`config.mk`:
```
export PLATFORM = sky130hd
export DESIGN_NAME = alarm_clock_controller
export DESIGN_NICKNAME = d
export VERILOG_FILES = /design/src/rtl/acc_pkg.sv /design/src/rtl/alarm_clock_controller.sv /design/src/rtl/acc_core.sv /design/src/rtl/acc_out.sv
export SDC_FILE = /design/constraint.sdc
export NUM_CORES = 1
export LEC_CHECK = 0
export BUFFER_PORTS_ARGS = -buffer_cell sky130_fd_sc_hd__buf_2
export CORE_MARGIN = 3
export CORE_UTILIZATION = 46
export DETAILED_ROUTE_END_ITERATION = 8
export PLACE_DENSITY = 0.69
export SYNTH_ARGS = -nofsm -noshare
export SYNTH_HDL_FRONTEND = slang
export SYNTH_SLANG_ARGS = --single-unit
```
`constraint.sdc`:
```
create_clock -name aclk -period 3.8 [get_ports aclk]
set_input_delay 0.76 -clock aclk [delete_from_list [all_inputs] [get_ports aclk]]
set_output_delay 0.76 -clock aclk [all_outputs]
set_load 0.02 [all_outputs]
```
`src/rtl/acc_pkg.sv`:
```
// ----------------------------------------------------------------------------
// acc_pkg
// Shared types, codes and helper functions for the alarm clock controller.
// ----------------------------------------------------------------------------
package acc_pkg;

    localparam int unsigned STATE_W  = 4;
    localparam int unsigned HOUR_W   = 5;
    localparam int unsigned MINUTE_W = 6;
    localparam int unsigned RING_W   = 6;
    localparam int unsigned OFF_W    = 3;
    localparam int unsigned CFG_IDX_W  = 2;
    localparam int unsigned CFG_DATA_W = 6;

    localparam logic [STATE_W-1:0] ST_CLOCK      = 4'd0;
    localparam logic [STATE_W-1:0] ST_SET_HOUR   = 4'd1;
    localparam logic [STATE_W-1:0] ST_SET_MINUTE = 4'd2;
    localparam logic [STATE_W-1:0] ST_AL_HOUR    = 4'd3;
    localparam logic [STATE_W-1:0] ST_AL_MINUTE  = 4'd4;
    localparam logic [STATE_W-1:0] ST_RINGING    = 4'd5;
    localparam logic [STATE_W-1:0] ST_MENU_SET   = 4'd6;
    localparam logic [STATE_W-1:0] ST_MENU_AL    = 4'd7;
    localparam logic [STATE_W-1:0] ST_OFF_NOTICE = 4'd8;
    localparam logic [STATE_W-1:0] ST_LAST       = 4'd8;

    localparam logic ACT_TICK  = 1'b0;
    localparam logic ACT_PRESS = 1'b1;

    localparam logic [1:0] BTN_MENU  = 2'd0;
    localparam logic [1:0] BTN_OK    = 2'd1;
    localparam logic [1:0] BTN_PLUS  = 2'd2;
    localparam logic [1:0] BTN_MINUS = 2'd3;

    localparam logic [1:0] TXT_DIGITS = 2'd0;
    localparam logic [1:0] TXT_SET    = 2'd1;
    localparam logic [1:0] TXT_AL     = 2'd2;
    localparam logic [1:0] TXT_OFF    = 2'd3;

    localparam logic [CFG_IDX_W-1:0] CFG_ALARM_ENABLE = 2'd0;
    localparam logic [CFG_IDX_W-1:0] CFG_RING_TICKS   = 2'd1;
    localparam logic [CFG_IDX_W-1:0] CFG_OFF_TICKS    = 2'd2;

    localparam logic [HOUR_W-1:0]   HOUR_MAX       = 5'd23;
    localparam logic [MINUTE_W-1:0] MINUTE_MAX     = 6'd59;
    localparam logic [RING_W-1:0]   RING_TICKS_RST = 6'd60;
    localparam logic [OFF_W-1:0]    OFF_TICKS_RST  = 3'd6;

    typedef struct packed {
        logic [1:0]         text_mode;
        logic [1:0]         hour_tens;
        logic [3:0]         hour_units;
        logic [2:0]         minute_tens;
        logic [3:0]         minute_units;
        logic               hour_visible;
        logic               minute_visible;
        logic               colon_on;
        logic               buzzer_pulse;
        logic [STATE_W-1:0] menu_state;
    } result_t;

    function automatic logic [HOUR_W-1:0] hour_adjust(logic [HOUR_W-1:0] h, logic up);
        if (up) begin
            return (h >= HOUR_MAX) ? '0 : h + 5'd1;
        end
        return (h == '0 || h > HOUR_MAX) ? HOUR_MAX : h - 5'd1;
    endfunction

    function automatic logic [MINUTE_W-1:0] minute_adjust(logic [MINUTE_W-1:0] m, logic up);
        if (up) begin
            return (m >= MINUTE_MAX) ? '0 : m + 6'd1;
        end
        return (m == '0 || m > MINUTE_MAX) ? MINUTE_MAX : m - 6'd1;
    endfunction

    function automatic logic [2:0] bcd_tens(logic [MINUTE_W-1:0] v);
        if (v >= 6'd50) return 3'd5;
        if (v >= 6'd40) return 3'd4;
        if (v >= 6'd30) return 3'd3;
        if (v >= 6'd20) return 3'd2;
        if (v >= 6'd10) return 3'd1;
        return 3'd0;
    endfunction

    function automatic logic [3:0] bcd_units(logic [MINUTE_W-1:0] v);
        logic [MINUTE_W-1:0] tens;
        logic [MINUTE_W-1:0] rem;
        tens = {3'b000, bcd_tens(v)};
        rem  = v - tens * 6'd10;
        return rem[3:0];
    endfunction

endpackage

```
`src/rtl/alarm_clock_controller.sv`:
```
// ----------------------------------------------------------------------------
// alarm_clock_controller
// 24-hour alarm clock with a four-button menu and one alarm.
// ----------------------------------------------------------------------------
// Usage:
//   s_ channel: one item per half-second tick (s_action 0) or button press
//   (s_action 1, s_button selects menu, ok, plus or minus).
//   m_ channel: one display item for every tick; presses give none.
//   cfg_ port: write alarm_enable, ring_ticks and off_notice_ticks while idle.
// Timing:
//   An accepted item is registered in the input register; when it steps, it is
//   applied to the clock state, and a tick's display item is loaded into the
//   result register, which drives m_valid.
//   One item per cycle is taken while the result register has room.
// Reset:
//   Clock and alarm time at 00:00:00, clock view, colon phase low, timers
//   cleared; registers take 0, 60 and 6.
// Stall:
//   A held result stays on m_ until taken; a tick then waits in the input
//   register and s_ready drops; button presses flow on only while no tick waits.
// ----------------------------------------------------------------------------
module alarm_clock_controller
    import acc_pkg::*;
(
    input  logic                  aclk,
    input  logic                  aresetn,
    input  logic                  cfg_wr_en,
    input  logic [CFG_IDX_W-1:0]  cfg_addr,
    input  logic [CFG_DATA_W-1:0] cfg_wdata,
    input  logic                  s_valid,
    output logic                  s_ready,
    input  logic                  s_action,
    input  logic [1:0]            s_button,
    output logic                  m_valid,
    input  logic                  m_ready,
    output logic [1:0]            m_text_mode,
    output logic [1:0]            m_hour_tens,
    output logic [3:0]            m_hour_units,
    output logic [2:0]            m_minute_tens,
    output logic [3:0]            m_minute_units,
    output logic                  m_hour_visible,
    output logic                  m_minute_visible,
    output logic                  m_colon_on,
    output logic                  m_buzzer_pulse,
    output logic [STATE_W-1:0]    m_menu_state_out
);

    logic       in_valid_reg, in_valid_next;
    logic       in_action_reg;
    logic [1:0] in_button_reg;
    logic       step;
    logic       out_space;
    logic       res_valid;
    result_t    res;
    result_t    res_q;

    assign step    = in_valid_reg && (in_action_reg == ACT_PRESS || out_space);
    assign s_ready = !in_valid_reg || step;

    always_comb begin
        in_valid_next = in_valid_reg;
        if (s_valid && s_ready) begin
            in_valid_next = 1'b1;
        end else if (step) begin
            in_valid_next = 1'b0;
        end
    end

    always_ff @(posedge aclk) begin
        if (!aresetn) begin
            in_valid_reg <= 1'b0;
        end else begin
            in_valid_reg <= in_valid_next;
        end
    end

    always_ff @(posedge aclk) begin
        if (s_valid && s_ready) begin
            in_action_reg <= s_action;
            in_button_reg <= s_button;
        end
    end

    acc_core u_core (
        .aclk      (aclk),
        .aresetn   (aresetn),
        .cfg_wr_en (cfg_wr_en),
        .cfg_addr  (cfg_addr),
        .cfg_wdata (cfg_wdata),
        .step      (step),
        .action    (in_action_reg),
        .button    (in_button_reg),
        .res_valid (res_valid),
        .res       (res)
    );

    acc_out u_out (
        .aclk    (aclk),
        .aresetn (aresetn),
        .load    (res_valid),
        .res_in  (res),
        .space   (out_space),
        .m_valid (m_valid),
        .m_ready (m_ready),
        .res_out (res_q)
    );

    assign m_text_mode      = res_q.text_mode;
    assign m_hour_tens      = res_q.hour_tens;
    assign m_hour_units     = res_q.hour_units;
    assign m_minute_tens    = res_q.minute_tens;
    assign m_minute_units   = res_q.minute_units;
    assign m_hour_visible   = res_q.hour_visible;
    assign m_minute_visible = res_q.minute_visible;
    assign m_colon_on       = res_q.colon_on;
    assign m_buzzer_pulse   = res_q.buzzer_pulse;
    assign m_menu_state_out = res_q.menu_state;

endmodule

```
`src/rtl/acc_core.sv`:
```
// ----------------------------------------------------------------------------
// acc_core
// Clock, alarm and menu state, updated for one item at each step.
// ----------------------------------------------------------------------------
module acc_core
    import acc_pkg::*;
(
    input  logic                  aclk,
    input  logic                  aresetn,
    input  logic                  cfg_wr_en,
    input  logic [CFG_IDX_W-1:0]  cfg_addr,
    input  logic [CFG_DATA_W-1:0] cfg_wdata,
    input  logic                  step,
    input  logic                  action,
    input  logic [1:0]            button,
    output logic                  res_valid,
    output result_t               res
);

    logic               alarm_en_reg;
    logic [RING_W-1:0]  ring_ticks_reg;
    logic [OFF_W-1:0]   off_ticks_reg;

    logic [STATE_W-1:0]  state_reg,   state_next;
    logic [HOUR_W-1:0]   hours_reg,   hours_next;
    logic [MINUTE_W-1:0] minutes_reg, minutes_next;
    logic [MINUTE_W-1:0] seconds_reg, seconds_next;
    logic [HOUR_W-1:0]   al_hours_reg,   al_hours_next;
    logic [MINUTE_W-1:0] al_minutes_reg, al_minutes_next;
    logic                phase_reg,   phase_next;
    logic [RING_W-1:0]   ring_reg,    ring_next;
    logic [OFF_W-1:0]    off_reg,     off_next;

    // tick path intermediates
    logic                phase_t;
    logic [HOUR_W-1:0]   hours_t;
    logic [MINUTE_W-1:0] minutes_t;
    logic [MINUTE_W-1:0] seconds_t;
    logic                alarm_hit;
    logic [STATE_W-1:0]  state_t;
    logic [RING_W-1:0]   ring_t;
    logic [RING_W-1:0]   ring_dec;
    logic [OFF_W-1:0]    off_dec;
    logic [HOUR_W-1:0]   shown_h;
    logic [MINUTE_W-1:0] shown_m;
    logic [2:0]          hour_tens_full;
    logic                digits;

    always_comb begin
        phase_t   = ~phase_reg;
        hours_t   = hours_reg;
        minutes_t = minutes_reg;
        seconds_t = seconds_reg;
        if (phase_t) begin
            if (seconds_reg < MINUTE_MAX) begin
                seconds_t = seconds_reg + 6'd1;
            end else begin
                seconds_t = '0;
                if (minutes_reg < MINUTE_MAX) begin
                    minutes_t = minutes_reg + 6'd1;
                end else begin
                    minutes_t = '0;
                    hours_t   = (hours_reg < HOUR_MAX) ? hours_reg + 5'd1 : '0;
                end
            end
        end
        alarm_hit = phase_t && alarm_en_reg
                    && (state_reg == ST_CLOCK || state_reg > ST_LAST)
                    && hours_t == al_hours_reg && minutes_t == al_minutes_reg
                    && seconds_t == '0;
        state_t  = alarm_hit ? ST_RINGING : state_reg;
        ring_t   = alarm_hit ? ring_ticks_reg : ring_reg;
        ring_dec = ring_t - 6'd1;
        off_dec  = off_reg - 3'd1;
    end

    always_comb begin
        state_next      = state_reg;
        hours_next      = hours_reg;
        minutes_next    = minutes_reg;
        seconds_next    = seconds_reg;
        al_hours_next   = al_hours_reg;
        al_minutes_next = al_minutes_reg;
        phase_next      = phase_reg;
        ring_next       = ring_reg;
        off_next        = off_reg;
        res             = '0;
        res_valid       = 1'b0;
        shown_h         = hours_t;
        shown_m         = minutes_t;
        hour_tens_full  = '0;
        digits          = 1'b1;

        if (step && action == ACT_PRESS) begin
            case (state_reg)
                ST_SET_HOUR, ST_SET_MINUTE: begin
                    if (button == BTN_OK) begin
                        state_next = (state_reg == ST_SET_HOUR) ? ST_SET_MINUTE : ST_CLOCK;
                    end else if (button == BTN_PLUS || button == BTN_MINUS) begin
                        if (state_reg == ST_SET_HOUR) begin
                            hours_next = hour_adjust(hours_reg, button == BTN_PLUS);
                        end else begin
                            minutes_next = minute_adjust(minutes_reg, button == BTN_PLUS);
                        end
                        seconds_next = '0;
                    end
                end
                ST_AL_HOUR, ST_AL_MINUTE: begin
                    if (button == BTN_OK) begin
                        state_next = (state_reg == ST_AL_HOUR) ? ST_AL_MINUTE : ST_CLOCK;
                    end else if (button == BTN_PLUS || button == BTN_MINUS) begin
                        if (state_reg == ST_AL_HOUR) begin
                            al_hours_next = hour_adjust(al_hours_reg, button == BTN_PLUS);
                        end else begin
                            al_minutes_next = minute_adjust(al_minutes_reg,
                                                            button == BTN_PLUS);
                        end
                    end
                end
                ST_RINGING: begin
                    if (button == BTN_OK) begin
                        state_next = ST_CLOCK;
                        ring_next  = '0;
                    end
                end
                ST_MENU_SET: begin
                    if (button == BTN_MENU) begin
                        state_next = ST_MENU_AL;
                    end else if (button == BTN_OK) begin
                        state_next = ST_SET_HOUR;
                    end
                end
                ST_MENU_AL: begin
                    if (button == BTN_MENU) begin
                        state_next = ST_CLOCK;
                    end else if (button == BTN_OK) begin
                        if (alarm_en_reg) begin
                            state_next = ST_AL_HOUR;
                        end else begin
                            state_next = ST_OFF_NOTICE;
                            off_next   = off_ticks_reg;
                        end
                    end
                end
                ST_OFF_NOTICE: begin
                end
                default: begin
                    if (button == BTN_MENU) begin
                        state_next = ST_MENU_SET;
                    end
                end
            endcase
        end else if (step) begin
            res_valid    = 1'b1;
            phase_next   = phase_t;
            hours_next   = hours_t;
            minutes_next = minutes_t;
            seconds_next = seconds_t;
            state_next   = state_t;
            ring_next    = ring_t;
            case (state_t)
                ST_SET_HOUR: begin
                    res.colon_on = 1'b1; res.hour_visible = phase_t; res.minute_visible = 1'b1;
                end
                ST_SET_MINUTE: begin
                    res.colon_on = 1'b1; res.hour_visible = 1'b1; res.minute_visible = phase_t;
                end
                ST_AL_HOUR: begin
                    shown_h = al_hours_reg; shown_m = al_minutes_reg;
                    res.colon_on = 1'b1; res.hour_visible = phase_t; res.minute_visible = 1'b1;
                end
                ST_AL_MINUTE: begin
                    shown_h = al_hours_reg; shown_m = al_minutes_reg;
                    res.colon_on = 1'b1; res.hour_visible = 1'b1; res.minute_visible = phase_t;
                end
                ST_RINGING: begin
                    res.colon_on       = 1'b1;
                    res.hour_visible   = phase_t;
                    res.minute_visible = phase_t;
                    res.buzzer_pulse   = 1'b1;
                    ring_next          = ring_dec;
                    if (ring_dec == '0) begin
                        state_next = ST_CLOCK;
                    end
                end
                ST_MENU_SET: begin
                    digits = 1'b0; res.text_mode = TXT_SET;
                end
                ST_MENU_AL: begin
                    digits = 1'b0; res.text_mode = TXT_AL;
                end
                ST_OFF_NOTICE: begin
                    digits        = 1'b0;
                    res.text_mode = TXT_OFF;
                    off_next      = off_dec;
                    if (off_dec == '0) begin
                        state_next = ST_CLOCK;
                    end
                end
                default: begin
                    res.colon_on = phase_t; res.hour_visible = 1'b1; res.minute_visible = 1'b1;
                end
            endcase
            if (digits) begin
                hour_tens_full   = bcd_tens({1'b0, shown_h});
                res.hour_tens    = hour_tens_full[1:0];
                res.hour_units   = bcd_units({1'b0, shown_h});
                res.minute_tens  = bcd_tens(shown_m);
                res.minute_units = bcd_units(shown_m);
            end
            res.menu_state = state_next;
        end
    end

    always_ff @(posedge aclk) begin
        if (!aresetn) begin
            alarm_en_reg   <= 1'b0;
            ring_ticks_reg <= RING_TICKS_RST;
            off_ticks_reg  <= OFF_TICKS_RST;
            state_reg      <= ST_CLOCK;
            hours_reg      <= '0;
            minutes_reg    <= '0;
            seconds_reg    <= '0;
            al_hours_reg   <= '0;
            al_minutes_reg <= '0;
            phase_reg      <= 1'b0;
            ring_reg       <= '0;
            off_reg        <= '0;
        end else begin
            if (cfg_wr_en) begin
                case (cfg_addr)
                    CFG_ALARM_ENABLE: alarm_en_reg   <= cfg_wdata[0];
                    CFG_RING_TICKS:   ring_ticks_reg <= cfg_wdata[RING_W-1:0];
                    CFG_OFF_TICKS:    off_ticks_reg  <= cfg_wdata[OFF_W-1:0];
                    default: ;
                endcase
            end
            state_reg      <= state_next;
            hours_reg      <= hours_next;
            minutes_reg    <= minutes_next;
            seconds_reg    <= seconds_next;
            al_hours_reg   <= al_hours_next;
            al_minutes_reg <= al_minutes_next;
            phase_reg      <= phase_next;
            ring_reg       <= ring_next;
            off_reg        <= off_next;
        end
    end

endmodule

```
`src/rtl/acc_out.sv`:
```
// ----------------------------------------------------------------------------
// acc_out
// Result register with valid/ready hand-off to the display side.
// ----------------------------------------------------------------------------
module acc_out
    import acc_pkg::*;
(
    input  logic    aclk,
    input  logic    aresetn,
    input  logic    load,
    input  result_t res_in,
    output logic    space,
    output logic    m_valid,
    input  logic    m_ready,
    output result_t res_out
);

    logic    valid_reg, valid_next;
    result_t res_reg;

    assign space   = !valid_reg || m_ready;
    assign m_valid = valid_reg;
    assign res_out = res_reg;

    always_comb begin
        valid_next = valid_reg;
        if (load) begin
            valid_next = 1'b1;
        end else if (m_ready) begin
            valid_next = 1'b0;
        end
    end

    always_ff @(posedge aclk) begin
        if (!aresetn) begin
            valid_reg <= 1'b0;
        end else begin
            valid_reg <= valid_next;
        end
    end

    always_ff @(posedge aclk) begin
        if (load) begin
            res_reg <= res_in;
        end
    end

endmodule

```
==> results of run 1 <==
-- where the power goes --
group          leakage, uW  internal (uW)  switching, uW
sequential        0.000681            899           25.1
clock             0.000129            439            360
combinational      0.00157           77.4            131
-- metrics by stage --
stage | setup WS, ps | setup TNS (ps) | instance area, um^2 | instances
2_1_floorplan | 520 | 0 | 5970 | 757
3_3_place_gp | 395 | 0 | 6280 | 929
3_5_place_dp | 200 | 0 | 6280 | 929
4_1_cts | 173 | 0 | 6550 | 945
5_1_grt | -26.2 | -26.2 | 6560 | 945
6_report | 260 | 0 | 6560 | 945
-- layer usage --
layer / wire length [um] / global-route usage, % / vias up
li1: - / - / 2817
met1: 7620 / 33.5 / 2704
met2: 7080 / 33.4 / 258
met3: 1310 / 4.05 / 24
met4: 344 / 8.80 / 0
met5: 0 / 0 / -
-- cells in the final DEF, fill, tap and decap left out, drive strengths merged, types with 9 or more instances in the layout --
cell type / n
a211oi: 9
a21oi: 69
a31oi: 25
and2: 12
and3: 9
buf: 60
clkbuf: 10
dfxtp: 54
edfxtp: 26
ha: 18
inv: 31
mux2i: 20
nand2: 70
nand3: 30
nor2: 82
nor2b: 9
nor3: 19
o211ai: 11
o21ai: 51
xnor2: 19
-- cells by family (layout without fill, tap and decap cells) --
| group | Yosys count | count (layout) |
|---|---|---|
| and+or+nand+nor | 273 | 273 |
| AOI/OAI and AO/OA | 242 | 242 |
| buffers and inverters | 87 | 107 |
| DFF | 80 | 80 |
| xor gates and xnor gates | 27 | 27 |
| muxes | 26 | 26 |
| adders and majority gates | 22 | 22 |
-- layout make-up --
class,instances,area (um^2),area share [%]
multi-input cells,590,3760,57.3
inverters,31,116,1.77
repair buffers,60,350,5.34
clock inverters,6,36.3,0.553
flip-flops and latches,80,1860,28.4
well taps,168,210,3.20
clock buffers,10,229,3.49
-- worst paths after layout --
path / startpoint / endpoint / cells past startpoint
worst max-delay path: u_core.minutes_reg[1]$_SDFFE_PN0P_ / u_out.res_out[0]$_SDFFCE_PN0P_ / 11
worst min-delay path: u_core.off_reg[1]$_SDFFE_PN0P_ / u_core.off_reg[1]$_SDFFE_PN0P_ / 2
worst max register to register: u_core.minutes_reg[1]$_SDFFE_PN0P_ / u_out.res_out[0]$_SDFFCE_PN0P_ / 11
worst min register to register: u_core.off_reg[1]$_SDFFE_PN0P_ / u_core.off_reg[1]$_SDFFE_PN0P_ / 2
-- critical path: stages, from the launching register on --
cell	delay [ps]
dfxtp_1	480
ha_2	330
o2111ai_4	230
nor3_4	270
mux2i_2	320
xnor2_1	120
a2111oi_2	280
nand4_2	230
mux2i_1	270
ha_1	290
xor2_1	310
a21oi_1	130
==> impl_metrics.yaml, run 1 <==
drt:
  via_count: 5803
  wl_per_cell_um: 17.3
  via_per_inst: 6.14
  drtIter0Drc: 581
  totalWireLength_mm: 16.4
  drcViolationCount: 0
  ant_nets: 0
  drt_pass1_iterations: 5
power:
  ir_drop_mv: 0.217
  static-leakage-power_uw: 0.00238
  p_total_uw: 1930
  p_per_area_nw_per_um2: 294
floorplanning:
  start_util_pct: 48.3
  die-height_um: 120
  ios: 41
  rows: 40
  coreArea_um2: 12400
  dieArea_um2: 14400
  die_width_um: 120
job:
  maxCapViolCount: 0
grt:
  track_usage_pct: 22.9
  grt_pass1_wl_mm: 26.7
  grt_pass1_vias: 5151
  grt_max_degree: 37
  gr-total-overflow: 0
  antenna_found_initial: 0
worst_setup_path:
  critPathArrivalTime_ps: 3640
  cp-start-kind: "flop"
  cp.required_ps: 3900
  endpoint_kind: "flop"
  path_max_fanout: 9
  rrSetupSlack_ps: 260
  critical_path_class: "reg2reg"
sta:
  holdWs_ps: 459
  worstMarginPinSlew_ps: 936
  hold_viol_final: 0
  fin_crit_sh_pct: 93.1
  min_period_ps: 3540
  final.setup_skew_ps: 8.58
  setup_viol: 0
  slew-limit-headroom_pct: 37.4
  clock.fmax_mhz: 283
  rsz0062_at_grt: "yes"
  slew_violations: 0
cts:
  ctsLongestPathBuffers: 2
  root_buffer: "clkbuf_16"
  cts.sinks: 80
  hold_buffers: 0
  cts_resized: 0
  clk_latency_ps: 360
  htreeDepth: 3
  clk_pin_slew_worst_paths_ps: 60
  cts_setup_buffers: 0
  numCtsBuffers: 9
  cts_tree: "yes"
logic_synthesis:
  ys_ff_latch: 80
  async_reset_ff_share_pct: 0
  netlist_area_um2: 5970
  yosysMostFrequentCell: "nor2_1"
  synthAdderAreaFrac_pct: 4.61
  yosys_warnings: 0
  ys_seq_area_share_pct: 31.2
  synth.distinct_cells: 82
  post_synth_and_or_nand_nor_area_fraction_pct: 22.3
  netlist_instances: 757
  synth_area_leaders: "dfxtp_1 (18%), edfxtp_1 (13%), a21oi_1 (5.5%)"
  synth_top_area_share_pct: 18.1
  synth_commonest_cells: "nor2_1 (81), nand2_1 (70), a21oi_1 (66)"
  synth_compound_area_share_pct: 27.3
  synth_edf_count: 26
  syn_nets: 792
  synthFlopType: "dfxtp_1"
  synth.mux.area_fraction_pct: 4.48
  synth_top_area_cell: "dfxtp_1"
  synth_xor_area_share_pct: 3.96
  synth_top_family_by_area: "compound AO/OA/AOI/OAI gates"
  syn_avg_cell_area_um2: 7.89
finish:
  fill_cells: 1149
  syn_to_final_growth_pct: 9.84
  final_core_utilization_pct: 53.1
  largest_reg_flops: 23
  drive_gt1_share_pct: 14.2
  diodes: 0
  layout.nets: 807
place:
  post-dp-hpwl_mm: 11.7
  gp_congestion: 0.893
  portBuffers: 40
outcome:
  status: "complete, no violations"
min_path:
  min_path_type: "reg2reg"
Power figures use the tool's default switching activity.
==> inputs of run 2 (changes only) <==
--- a/config.mk
+++ b/config.mk
@@ -5,11 +5,12 @@
 export SDC_FILE = /design/constraint.sdc
 export NUM_CORES = 1
 export LEC_CHECK = 0
+export ABC_AREA = 1
 export BUFFER_PORTS_ARGS = -buffer_cell sky130_fd_sc_hd__buf_2
 export CORE_MARGIN = 3
 export CORE_UTILIZATION = 46
 export DETAILED_ROUTE_END_ITERATION = 8
-export PLACE_DENSITY = 0.69
+export PLACE_DENSITY = 0.7
 export SYNTH_ARGS = -nofsm -noshare
 export SYNTH_HDL_FRONTEND = slang
 export SYNTH_SLANG_ARGS = --single-unit
==> impl_metrics.yaml, run 2 <==
grt:
  gr-total-overflow: 0
  track_usage_pct: 20.9
  grt_pass1_wl_mm: 23.9
  grt_max_degree: 27
  antenna_found_initial: 0
  grt_pass1_vias: 4855
finish:
  diodes: 0
  fill_cells: 1194
  syn_to_final_growth_pct: 11.3
  regArea_um2: 1860
  final_common_cell: "nand2_1"
  final_core_utilization_pct: 52.8
  postLayoutCellArea_um2: 6430
  final_cell_mix: "nand2_1 (193), inv_1 (115), o21ai_0 (70)"
  multiInputGateArea_um2: 3330
  layout.nets: 917
  drive_gt1_share_pct: 14.2
  largest_reg_flops: 23
drt:
  wl_per_cell_um: 13.8
  drcViolationCount: 0
  drt_pass1_iterations: 5
  via_per_inst: 5.31
  totalWireLength_mm: 14.5
  drtIter0Drc: 515
  ant_nets: 0
  via_count: 5598
cts:
  cts_tree: "yes"
  clk_pin_slew_worst_paths_ps: 60
  cts.sinks: 80
  clk_latency_ps: 350
  htreeDepth: 3
  numCtsBuffers: 9
  hold_buffers: 0
  cts_resized: 0
  root_buffer: "clkbuf_16"
  cts_setup_buffers: 0
  ctsLongestPathBuffers: 2
power:
  static-leakage-power_uw: 0.00291
  p_per_area_nw_per_um2: 335
  ir_drop_mv: 0.176
worst_setup_path:
  worstReg2RegEnd: "u_out.res_out[18]$_SDFFCE_PP0P_"
  endpoint_kind: "flop"
  critical_path_class: "reg2reg"
  rrSetupSlack_ps: 530
  rr_worst_depth: 17
  cp.required_ps: 3900
  path_max_fanout: 9
  critPathArrivalTime_ps: 3370
  cp-start-kind: "flop"
  r2r-start: "u_core.state_reg[2]$_SDFFE_PN0P_"
place:
  post-dp-hpwl_mm: 10.8
  portBuffers: 40
  gp_congestion: 0.940
  placed_cell_area_um2: 6120
logic_synthesis:
  synth_top_area_cell: "dfxtp_1"
  synth_area_leaders: "dfxtp_1 (19%), edfxtp_1 (14%), nand2_1 (13%)"
  ys_ff_latch: 80
  synth_commonest_cells: "nand2_1 (193), inv_1 (115), o21ai_0 (70)"
  ys_seq_area_share_pct: 32.2
  synth_edf_count: 26
  yosysMostFrequentCell: "nand2_1"
  syn_nets: 883
  synth.distinct_cells: 51
  syn_avg_cell_area_um2: 6.81
  synth_top_area_share_pct: 18.7
  async_reset_ff_share_pct: 0
  netlist_area_um2: 5770
  synthFlopType: "dfxtp_1"
  netlist_instances: 848
  yosys_warnings: 0
job:
  maxCapViolCount: 0
outcome:
  status: "complete, no violations"
sta:
  fin_crit_sh_pct: 86.0
  setup_viol: 0
  hold_viol_final: 0
  holdWs_ps: 466
  slew_violations: 0
  slew-limit-headroom_pct: 43.6
  rsz0062_at_grt: "no"
  final.setup_skew_ps: 5.26
  worstMarginPinSlew_ps: 837
  min_period_ps: 3270
  clock.fmax_mhz: 306
  setup_tns_ps: 0
min_path:
  worstHoldStart: "u_core.ring_ticks_reg[1]$_SDFFE_PN0P_"
  hold_end: "u_core.ring_ticks_reg[1]$_SDFFE_PN0P_"
  hold_depth: 2
  min_path_type: "reg2reg"
floorplanning:
  rows: 40
  coreArea_um2: 12200
  ios: 41
  die-height_um: 118
  dieArea_um2: 13900
  die_width_um: 118
  start_util_pct: 47.5
## run 2: cell types whose count changed in the layout (fill, tap and decap cells not counted), sizes merged, moves of 11 or more
cell   delta
xnor2    -17
mux2i    -20
nand3    +42
and2     -11
nand2   +148
a31oi    -17
o21ai    +23
inv      +90
buf      -13
## run 2: power breakdown
part	switching, uW	leakage, uW	internal [uW]
Combinational	229	0.00207	110
Clock	355	0.000148	519
Sequential	27.3	0.000685	909
## run 2: worst max-delay path, cell delays in order, from the launching register on
cell and delay, ps:
dfxtp_1 390, inv_1 100, nor2_1 120, inv_1 90, nor3_2 190, nor2_1 170
buf_4 190, o21ai_0 430, inv_1 110, nor2_1 100, inv_1 60, nand3_1 70
o21ai_0 110, ha_1 230, fa_1 370, xor2_1 170, inv_1 60, nor2_1 30
## run 2: kinds of logic after synthesis
family	Yosys count	synth area share, %
buffers and inverters	147	10.1
flip-flops	80	32.2
AO/OA/AOI/OAI	185	18.2
adder cells (fa/ha/maj)	19	4.25
XOR/XNOR	12	1.82
AND/OR/NAND/NOR	405	33.4
## run 2: how the worst max path moves through the flow
stage / start / to / slack (ps) / depth (start not counted)
final: u_core.state_reg[2]$_SDFFE_PN0P_ / u_out.res_out[18]$_SDFFCE_PP0P_ / 530 / 17
after global routing: u_core.seconds_reg[1]$_SDFFE_PN0P_ / u_out.res_out[0]$_SDFFCE_PN0P_ / 170 / 23
after CTS: u_core.seconds_reg[0]$_SDFFE_PN0P_ / u_core.state_reg[2]$_SDFFE_PN0P_ / 560 / 25
after detailed placement: u_core.seconds_reg[0]$_SDFFE_PN0P_ / u_core.state_reg[2]$_SDFFE_PN0P_ / 570 / 25
after global placement: u_core.state_reg[3]$_SDFFE_PN0P_ / u_out.res_out[11]$_SDFFCE_PP0P_ / 590 / 18
after floorplan: u_core.seconds_reg[0]$_SDFFE_PN0P_ / u_out.res_out[11]$_SDFFCE_PP0P_ / 950 / 20
## run 2: per-stage QoR
step	std cells	setup slack (ps)	total power [uW]
finish	1055	531	2150
global route	1055	169	2240
CTS	1055	556	2160
detailed placement	1039	570	1290
global placement	1039	588	1290
floorplan	848	946	1200
## run 2: area by class of cell
cell class,count,area share [%]
multi-input cells,621,51.8
flip-flops and latches,80,29.0
well taps,168,3.27
repair buffers,47,3.93
clock inverters,3,0.350
inverters,123,7.26
clock buffers,13,4.38
## run 2: metal layers
| layer | global-route usage (%) | share of wire [%] | routed length (um) | up-vias |
|---|---|---|---|---|
| li1 | - | - | - | 2885 |
| met1 | 31.2 | 50 | 7240 | 2500 |
| met2 | 29.8 | 42 | 6090 | 198 |
| met3 | 4.13 | 6.7 | 967 | 15 |
| met4 | 7.25 | 1.5 | 218 | 0 |
| met5 | 0 | 0 | 0 | - |
